`config.mk`:
```
export PLATFORM = sky130hd
export DESIGN_NAME = point_in_polygon_test_unit
export DESIGN_NICKNAME = d
export VERILOG_FILES = /design/src/rtl/core/ppt_pkg.sv /design/src/rtl/core/point_in_polygon_test_unit.sv /design/src/rtl/core/ppt_ram.sv
export VERILOG_INCLUDE_DIRS = /design/src /design/src/rtl/core
export SDC_FILE = /design/constraint.sdc
export NUM_CORES = 2
export LEC_CHECK = 0
export BUFFER_PORTS_ARGS = -buffer_cell sky130_fd_sc_hd__buf_4
export CORE_MARGIN = 5
export CORE_UTILIZATION = 58
export DETAILED_ROUTE_END_ITERATION = 8
export PLACE_DENSITY = 0.77
export SYNTH_ARGS = -nofsm -noshare
export SYNTH_HDL_FRONTEND = slang
export SYNTH_SLANG_ARGS = --single-unit
export TNS_END_PERCENT = 5
```
`constraint.sdc`:
```
create_clock -name clock -period 7.6 [get_ports clock]
set_clock_uncertainty 0.05 [all_clocks]
set_input_delay 0.76 -clock clock [delete_from_list [all_inputs] [get_ports clock]]
set_output_delay 0.76 -clock clock [all_outputs]
set_load 0.02 [all_outputs]
```
`src/rtl/core/assert_macros.svh`:
```
`ifndef ASSERT_MACROS_SVH
`define ASSERT_MACROS_SVH

// same-cycle implication
`define ASSERT_SAME(label, clk, rst, ante, cons) \
   label: assert property (@(posedge clk) disable iff (rst) (ante) |-> (cons)) \
      else $error("assertion failed");

// next-cycle implication
`define ASSERT_NEXT(label, clk, rst, ante, cons) \
   label: assert property (@(posedge clk) disable iff (rst) (ante) |=> (cons)) \
      else $error("assertion failed");

`endif

```
`src/rtl/core/ppt_pkg.sv`:
```
package ppt_pkg;

   localparam int MAX_VERTICES = 16;
   localparam int COORD_WIDTH  = 16;
   localparam int IDX_W        = $clog2(MAX_VERTICES);
   localparam int CSR_W        = 5;
   localparam int DIFF_W       = COORD_WIDTH + 1;
   localparam int PROD_W       = 2 * DIFF_W;
   localparam int VTX_W        = 2 * COORD_WIDTH;

   localparam logic REQ_LOAD  = 1'b0;
   localparam logic REQ_QUERY = 1'b1;

   localparam logic [CSR_W-1:0] COUNT_RESET = CSR_W'(4);

   typedef logic signed [COORD_WIDTH-1:0] coord_type;
   typedef logic signed [DIFF_W-1:0]      diff_type;
   typedef logic signed [PROD_W-1:0]      prod_type;
   typedef logic [IDX_W-1:0]              idx_type;
   typedef logic [CSR_W-1:0]              count_type;
   typedef logic [VTX_W-1:0]              vtx_type;

endpackage

```
`src/rtl/core/point_in_polygon_test_unit.sv`:
```
// a query runs ST_PREV, then ST_LOAD, ST_MUL_L, ST_MUL_R and ST_CMP for each of the n vertices in use
// a query with no vertices gives its result in the cycle after accept
// one query at a time; each edge uses the shared multiplier in ST_MUL_L and ST_MUL_R
// a load writes the vertex memory on accept and gives no result
// synchronous active-high reset clears control state and sets count_ff to 4
module point_in_polygon_test_unit (
   input  logic                         clock,
   input  logic                         reset,
   input  logic                         req_valid,
   output logic                         req_ready,
   input  logic                         req_type,
   input  logic [ppt_pkg::IDX_W-1:0]    req_vertex_index,
   input  logic signed [ppt_pkg::COORD_WIDTH-1:0] req_vertex_x,
   input  logic signed [ppt_pkg::COORD_WIDTH-1:0] req_vertex_z,
   input  logic signed [ppt_pkg::COORD_WIDTH-1:0] req_point_x,
   input  logic signed [ppt_pkg::COORD_WIDTH-1:0] req_point_z,
   output logic                         rsp_valid,
   input  logic                         rsp_ready,
   output logic                         rsp_inside_res,
   input  logic                         csr_wr_en,
   input  logic [ppt_pkg::CSR_W-1:0]    csr_wr_data
);

   import ppt_pkg::*;

   `include "assert_macros.svh"

   localparam logic [2:0] ST_IDLE  = 3'd0;
   localparam logic [2:0] ST_PREV  = 3'd1;
   localparam logic [2:0] ST_LOAD  = 3'd2;
   localparam logic [2:0] ST_MUL_L = 3'd3;
   localparam logic [2:0] ST_MUL_R = 3'd4;
   localparam logic [2:0] ST_CMP   = 3'd5;
   localparam logic [2:0] ST_DONE  = 3'd6;

   localparam count_type MAX_CNT = CSR_W'(MAX_VERTICES);

   logic [2:0] state_ff, state_in;
   count_type  count_ff, count_in;
   idx_type    idx_ff, idx_in;
   idx_type    last_ff, last_in;
   coord_type  px_ff, px_in, pz_ff, pz_in;
   coord_type  xp_ff, xp_in, zp_ff, zp_in;
   diff_type   da_ff, da_in, dz_ff, dz_in, db_ff, db_in, dc_ff, dc_in;
   logic       strad_ff, strad_in;
   prod_type   prodl_ff, prodl_in, prodr_ff, prodr_in;
   logic       parity_ff, parity_in;
   logic       rsp_valid_ff, rsp_valid_in;

   logic       req_fire;
   count_type  n_sat;
   count_type  n_last;
   logic       wr_en;
   logic       rd_en;
   idx_type    rd_addr;
   vtx_type    rd_data;
   coord_type  xc, zc;
   diff_type   op_a, op_b;
   prod_type   mul_out;
   logic       crosses;
   logic       last_edge;
   logic       empty_query;

   ppt_ram #(
      .WIDTH (VTX_W),
      .DEPTH (MAX_VERTICES)
   ) u_store (
      .clock   (clock),
      .wr_en   (wr_en),
      .wr_addr (req_vertex_index),
      .wr_data ({req_vertex_x, req_vertex_z}),
      .rd_en   (rd_en),
      .rd_addr (rd_addr),
      .rd_data (rd_data)
   );

   assign req_ready      = (state_ff == ST_IDLE);
   assign req_fire       = req_valid && req_ready;
   assign rsp_valid      = rsp_valid_ff;
   assign rsp_inside_res = parity_ff;

   assign n_sat  = (count_ff > MAX_CNT) ? MAX_CNT : count_ff;
   assign n_last = n_sat - CSR_W'(1);
   assign xc     = rd_data[VTX_W-1:COORD_WIDTH];
   assign zc     = rd_data[COORD_WIDTH-1:0];

   // shared multiplier
   assign op_a    = (state_ff == ST_MUL_L) ? da_ff : db_ff;
   assign op_b    = (state_ff == ST_MUL_L) ? dz_ff : dc_ff;
   assign mul_out = op_a * op_b;

   assign crosses = strad_ff &&
      ((dz_ff > 0) ? (prodl_ff < prodr_ff) : (prodr_ff < prodl_ff));

   assign last_edge   = (state_ff == ST_CMP) && (idx_ff == last_ff);
   assign empty_query = req_fire && (req_type == REQ_QUERY) && (n_sat == '0) && !csr_wr_en;

   always_comb begin
      state_in     = state_ff;
      count_in     = count_ff;
      idx_in       = idx_ff;
      last_in      = last_ff;
      px_in        = px_ff;
      pz_in        = pz_ff;
      xp_in        = xp_ff;
      zp_in        = zp_ff;
      da_in        = da_ff;
      dz_in        = dz_ff;
      db_in        = db_ff;
      dc_in        = dc_ff;
      strad_in     = strad_ff;
      prodl_in     = prodl_ff;
      prodr_in     = prodr_ff;
      parity_in    = parity_ff;
      rsp_valid_in = rsp_valid_ff;
      wr_en        = 1'b0;
      rd_en        = 1'b0;
      rd_addr      = idx_ff;

      if (csr_wr_en) begin
         count_in = csr_wr_data;
      end

      case (state_ff)
         ST_IDLE: begin
            if (req_fire) begin
               if (req_type == REQ_LOAD) begin
                  wr_en = 1'b1;
               end else begin
                  px_in     = req_point_x;
                  pz_in     = req_point_z;
                  parity_in = 1'b0;
                  last_in   = n_last[IDX_W-1:0];
                  if (n_sat == '0) begin
                     rsp_valid_in = 1'b1;
                     state_in     = ST_DONE;
                  end else begin
                     rd_en    = 1'b1;
                     rd_addr  = n_last[IDX_W-1:0];
                     state_in = ST_PREV;
                  end
               end
            end
         end
         ST_PREV: begin
            xp_in    = xc;
            zp_in    = zc;
            idx_in   = '0;
            rd_en    = 1'b1;
            rd_addr  = '0;
            state_in = ST_LOAD;
         end
         ST_LOAD: begin
            da_in    = diff_type'(px_ff) - diff_type'(xc);
            dz_in    = diff_type'(zp_ff) - diff_type'(zc);
            db_in    = diff_type'(xp_ff) - diff_type'(xc);
            dc_in    = diff_type'(pz_ff) - diff_type'(zc);
            strad_in = (zc > pz_ff) != (zp_ff > pz_ff);
            xp_in    = xc;
            zp_in    = zc;
            state_in = ST_MUL_L;
         end
         ST_MUL_L: begin
            prodl_in = mul_out;
            state_in = ST_MUL_R;
         end
         ST_MUL_R: begin
            prodr_in = mul_out;
            state_in = ST_CMP;
         end
         ST_CMP: begin
            parity_in = parity_ff ^ crosses;
            if (idx_ff == last_ff) begin
               rsp_valid_in = 1'b1;
               state_in     = ST_DONE;
            end else begin
               idx_in   = idx_ff + IDX_W'(1);
               rd_en    = 1'b1;
               rd_addr  = idx_ff + IDX_W'(1);
               state_in = ST_LOAD;
            end
         end
         ST_DONE: begin
            if (rsp_ready) begin
               rsp_valid_in = 1'b0;
               state_in     = ST_IDLE;
            end
         end
         default: begin
            state_in = ST_IDLE;
         end
      endcase
   end

   always_ff @(posedge clock) begin
      if (reset) begin
         state_ff     <= ST_IDLE;
         count_ff     <= COUNT_RESET;
         idx_ff       <= '0;
         parity_ff    <= 1'b0;
         rsp_valid_ff <= 1'b0;
      end else begin
         state_ff     <= state_in;
         count_ff     <= count_in;
         idx_ff       <= idx_in;
         parity_ff    <= parity_in;
         rsp_valid_ff <= rsp_valid_in;
      end
   end

   always_ff @(posedge clock) begin
      last_ff  <= last_in;
      px_ff    <= px_in;
      pz_ff    <= pz_in;
      xp_ff    <= xp_in;
      zp_ff    <= zp_in;
      da_ff    <= da_in;
      dz_ff    <= dz_in;
      db_ff    <= db_in;
      dc_ff    <= dc_in;
      strad_ff <= strad_in;
      prodl_ff <= prodl_in;
      prodr_ff <= prodr_in;
   end

   `ASSERT_SAME(a_no_accept_while_result, clock, reset, rsp_valid, !req_ready)
   `ASSERT_NEXT(a_mul_order, clock, reset, state_ff == ST_MUL_L, state_ff == ST_MUL_R)
   `ASSERT_NEXT(a_last_edge_done, clock, reset, last_edge, rsp_valid && (state_ff == ST_DONE))
   `ASSERT_NEXT(a_empty_query, clock, reset, empty_query, rsp_valid && !rsp_inside_res)

endmodule

```
`src/rtl/core/ppt_ram.sv`:
```
module ppt_ram #(
   parameter int WIDTH = 32,
   parameter int DEPTH = 16
) (
   input  logic                     clock,
   input  logic                     wr_en,
   input  logic [$clog2(DEPTH)-1:0] wr_addr,
   input  logic [WIDTH-1:0]         wr_data,
   input  logic                     rd_en,
   input  logic [$clog2(DEPTH)-1:0] rd_addr,
   output logic [WIDTH-1:0]         rd_data
);

   logic [WIDTH-1:0] mem [DEPTH];
   logic [WIDTH-1:0] rd_data_ff;

   always_ff @(posedge clock) begin
      if (wr_en) begin
         mem[wr_addr] <= wr_data;
      end
      if (rd_en) begin
         rd_data_ff <= mem[rd_addr];
      end
   end

   assign rd_data = rd_data_ff;

endmodule
```
---- Yosys cells after proc, flatten, opt, wreduce, memory -nomap -nowiden ----
Memories as Yosys holds them, arrays and structs flattened. A register that Yosys moved wholly into a read port is not among the register bits.
Index checks and enable logic that the tools add are counted.
cells by class
  bitwise gates (word level) .............. 1
  equality and inequality tests ........... 13
  reductions and logical operators ........ 12
  add/subtract/negate cells ............... 6
  mux-type cells .......................... 35
  magnitude comparators ................... 6
  multiply operators ...................... 1
operators by type and width
  operator                                               number
  less-than comparator 34 bit                            2
  subtractor 16 x 16 -> 17 bit                           4
  multiplier 17 x 17 -> 34 bit                           1
  two-way mux 17 bit                                     2
  > comparator 16 bit                                    2
  one-hot mux 3 bit (7 select lines)                     1
  > comparator 17 x 1 -> 1 bit, second input constant    1
  two-way mux 1 bit                                      17
  two-way mux 4 bit                                      4
  two-way mux 3 bit                                      5
  one-hot mux 4 bit (3 select lines)                     1
  equality test 3 bit, second input constant             3
  AND reduction 3 bit                                    3
  inequality test 2 x 1 -> 1 bit, second input constant  4
  one-hot mux 4 bit (2 select lines)                     1
  equality test 3 x 2 -> 1 bit, second input constant    2
  one-hot mux 1 bit (3 select lines)                     2
  AND reduction 6 bit                                    1
  > comparator 5 bit, second input constant              1
  zero test 5 bit                                        1
  two-way mux 5 bit                                      1
  adder 4 x 1 -> 4 bit, second input constant            1
  equality test 4 bit                                    1
  nonzero test 2 bit                                     2
  other kinds (10)                                       11
storage, ports and cells
  output and inout port bits .............. 3
  bits in writable memories ............... 512
  word-level logic and storage cells ...... 92
  bits in registers ....................... 219
  input bits .............................. 79
  memories ................................ 1
memories
  memory       words  bits a word  read ports  clocked after memory_dff  write ports  RTL line       source
  u_store.mem  16     32           1           1                         1            ppt_ram.sv:14  logic [WIDTH-1:0] mem [DEPTH];

---- Logic depth before layout (Yosys ltp) ----
  depth after elaboration ................. 7
  depth in mapped cells ................... 31
  mapped depth without buffers ............ 28

---- Modules after synthesis ----
From an unflattened synthesis, not the netlist that was laid out.
second synthesis, totals
  cells, all modules ...................... 3056
  area total of the unflattened synthesis .. 42463.2 um^2
by module, submodules not included
  module                      times used  area each (um^2)  cells each  seq. area each (um^2)
  point_in_polygon_test_unit  1           22307.6           2218        6436.2
  ppt_ram                     1           20155.6           838         16335.7

---- Worst setup path after synthesis ----
No wires, ideal clock.
  path type ............................... flip-flop to flip-flop
  from .................................... register state_ff[1]
  to ...................................... register prodl_ff[32], data pin
  required time ........................... 7288 ps
  data arrival time ....................... 8098 ps
  library setup time ...................... 262 ps
  period minus slack after synthesis ...... 8411 ps
  setup slack ............................. -811 ps
  cell stages (with the launch flop) ...... 30
  buffers on the path ..................... 4
  cell sequence ........................... dfxtp_1 -> clkbuf_1 -> nand3_1 -> clkbuf_1 -> inv_1 -> clkbuf_1 -> buf_1 -> nand2_1 -> nand2_1 -> nand2_1 -> fa_1 -> fa_1 -> fa_1 -> fa_1 -> inv_1 -> fa_1 -> inv_1 -> fa_1 -> inv_1 -> ha_1 -> nand3_1 -> or2_2 -> a31oi_1 -> o21ai_0 -> a31o_2 -> o21ai_1 -> o22ai_1 -> o2111ai_1 -> a21oi_1 -> xnor2_1
between the ends
  word-level cells in the longest chain between the ends .. 3
  elaborated cells on any way between the ends .. 4
  classes of those cells .................. mul: 1; eq/ne: 1; mux: 2
ends and longest elaborated chain
  element                                       RTL line                                                            source
  start, declared                               point_in_polygon_test_unit.sv:38                                    logic [2:0] state_ff, state_in;
  start signal, assigned                        point_in_polygon_test_unit.sv:203                                   state_ff <= state_in;
  equality test 3 x 2 -> 1 bit (*)              point_in_polygon_test_unit.sv:88, point_in_polygon_test_unit.sv:89
  two-way mux 17 bit, on equally long branches  point_in_polygon_test_unit.sv:88, point_in_polygon_test_unit.sv:89
  multiplier 17 x 17 -> 34 bit (*)              point_in_polygon_test_unit.sv:90                                    assign mul_out = op_a * op_b;
  net mul_out[32]                               point_in_polygon_test_unit.sv:59                                    prod_type mul_out;
  end signal, assigned                          point_in_polygon_test_unit.sv:222                                   prodl_ff <= prodl_in;
  end, declared                                 point_in_polygon_test_unit.sv:46                                    prod_type prodl_ff, prodl_in, prodr_ff, prodr_in;
The timed path passes the listed nets; every way through them passes the cells marked *.
A chain may end at the register's enable or synchronous reset.

---- Worst setup path in the final report ----
  from .................................... register state_ff[2]
  to ...................................... register prodl_ff[32], data pin
Same word-level chain as after synthesis.

==> impl_metrics.tcl <==
set metrics [dict create \
    cts_tree "built" \
    synth_top_family_by_area "adder cells" \
    yosys.area.top_type "edfxtp_1" \
    cts_sinks 763 \
    seq_area_frac_synth_pct 52.29 \
    postRouteAntennaNets 0 \
    ys.warnings.count 0 \
    yosysUniqueCellTypes 70 \
    vias 26740 \
    worst_pin_slew_ns 1.080 \
    grt.total_usage_pct 24.30 \
    nNetsFinal 4224 \
    synth_nets 4082 \
    io_buffers 81 \
    crit_fanout 10 \
    coreArea_um2 74450 \
    synth_top_area_share_pct 51.64 \
    worstHoldPathCells 1 \
    setup-violations-final 0 \
    fin_crit_sh_pct 95.05 \
    cts_hold_buf 0 \
    gp_congestion 1.015 \
    cts_root_buffer "clkbuf_16" \
    hp-class "primary input to flop" \
    fmax_ghz 0.1384 \
    clock_latency_ns 0.67 \
    required_ns 7.90 \
    place.detailed.hpwl_um 68290 \
    die_w_um 284.0 \
    grt_overflow 0 \
    hold_violations 0 \
    routed_via_density 5.719 \
    area_growth_pct 10.77 \
    synthesis.instances 3501 \
    ys.flop_type "edfxtp_1" \
    clk_pin_slew_ns 0.06 \
    worstSetupStartpointType "flop" \
    die_h_um 284.0 \
    drive_above_1_share_pct 9.908 \
    synth_enable_flop_cells 749 \
    layout_setup_ws_ns 0.3765 \
    clockBufferDepth 3 \
    synth.area.mux_share_pct 5.539 \
    layout_min_cycle_time_ns 7.223 \
    async_flop_share_pct 0 \
    synth_compound_area_share_pct 5.450 \
    fillerInstances 5439 \
    synth_adder_area_share_pct 19.59 \
    dr.pass1.iters 6 \
    slew_headroom_pct 27.86 \
    first_global_vias 27760 \
    status "complete, no violations" \
    ff2ff_setup_slack_ns 0.38 \
    rsz0062_at_grt "no" \
    rows 100 \
    slew_violations 0 \
    ys_ff_latch 763 \
    initial_core_util_pct 58.50 \
    dieArea_um2 80670 \
    holdCritStartpoint "req_point_z[5]" \
    regToRegStartpoint "state_ff[2]" \
    syn-cell-area_um2 43550 \
    cp.arrival_ns 7.52 \
    startpoint "state_ff[2]" \
    crit_type "flop to flop" \
    grt_pass1_wl_um 154100 \
    fin_tns_setup_ns 0 \
    drt-wirelength-per-cell_um 20.93 \
    final_cell_mix "749 x edfxtp_1, 511 x nand2_1, 444 x inv_1" \
    drc_errors 0 \
    io_pins 82 \
    end_kind "flop" \
    synth-simple-area-share_pct 10.33 \
    cts_max_level 3 \
    cts_buffers 78 \
    wl_um 97860 \
    drt_iter0_markers 2341 \
    synth_xor_area_share_pct 1.609 \
    antenna_found_initial 3 \
    dp_slack_ns 0.2208 \
    synth_area_leaders "edfxtp_1 52%, fa_1 14%, ha_1 5.8%" \
    final_common_cell "edfxtp_1" \
    syn_avg_cell_area_um2 12.44 \
    cap_violations 0 \
    grt_max_degree 141 \
    r2r_cells 26 \
]
## final cells by class
cell class                      instances  area, um^2  share of cell area [%]
Antenna cell                            3       7.507                 0.01556
Clock buffer                          101        2048                   4.246
Clock inverter                         40       405.4                  0.8404
Inverter                              445        1670                   3.463
Multi-Input combinational cell       2175       18730                   38.83
Sequential cell                       763       22770                   47.21
Tap cell                              969        1212                   2.513
Timing Repair Buffer                  180        1393                   2.887
## worst paths after layout
check / end
max: prodl_ff[32]
min reg2reg: zp_ff[6]
min: pz_ff[5]
max reg2reg: prodl_ff[32]
## synthesized netlist by cell type, types with 31 or more instances
master	instances
clkbuf_1	62
a311oi_1	66
nand3_1	94
ha_1	202
o21ai_0	53
nor3_1	31
xnor2_1	76
nor2_1	257
mux2i_1	169
mux4_2	32
a21oi_1	101
and3_1	40
inv_1	445
fa_1	300
edfxtp_1	749
nand2_1	512
## stage by stage
step	hold WS (ns)	cell area (um^2)	utilization (%)	instances
5_1_grt	0.1933	48230	64.79	4673
3_5_place_dp	0.3864	45740	61.44	4532
3_3_place_gp	0.3803	45740	61.44	4532
6_report	0.2221	48240	64.80	4676
4_1_cts	0.1903	48190	64.73	4673
2_1_floorplan	0.3764	43560	-	3501
## per-layer routing
metal  wire length [um]  global-route usage (%)  vias to the layer above
li1                   -                       -                    12410
met1              38230                   31.17                    13120
met2              48720                   41.81                      997
met3               7477                   5.333                      218
met4               3427                   7.526                        0
met5                  0                       0                        -
## flip-flops by register name (all words and copies together) (netlist names)
register         cells
idx_ff               4
px_ff               16
dz_ff               17
da_ff               17
prodl_ff            34
db_ff               17
rsp_inside_res       1
count_ff             5
xp_ff               16
zp_ff               16
strad_ff             1
u_store.mem        512
state_ff             3
pz_ff               16
last_ff              4
rsp_valid            1
dc_ff               17
prodr_ff            34
u_store.rd_data     32
## cell families (layout without fill, tap and decap cells)
logic type	Yosys count	count (layout)
flops	763	763
compound gates	350	350
simple gates	1042	1042
other cells	0	3
mux	201	201
fa+ha+maj	502	502
xor+xnor	80	80
buf+inv	563	766
## critical path: stages, from the launching register on
cell,delay [ns]
dfxtp_1,0.33
inv_1,0.07
nand3_4,0.12
buf_4,0.21
mux2i_1,0.63
nor2_1,0.15
fa_1,0.54
inv_1,0.06
fa_1,0.45
fa_1,0.55
inv_1,0.06
fa_1,0.51
fa_1,0.50
inv_1,0.05
fa_1,0.47
inv_1,0.05
ha_1,0.33
a21oi_1,0.16
nor2b_1,0.08
or4_1,0.45
o21ai_0,0.09
a31o_2,0.19
o21ai_1,0.14
o22ai_2,0.25
o2111ai_1,0.15
a21oi_1,0.21
xnor2_1,0.11
## timing repair
action | in CTS | in global routing
buffers inserted | 0 | 0
endpoints found under the hold margin | 0 | 0
resized for setup | 0 | 11
setup endpoints to repair | 0 | 6
Power is not shown: default switching activity piles up to over one toggle a cycle in this logic, so the estimate is an artifact.
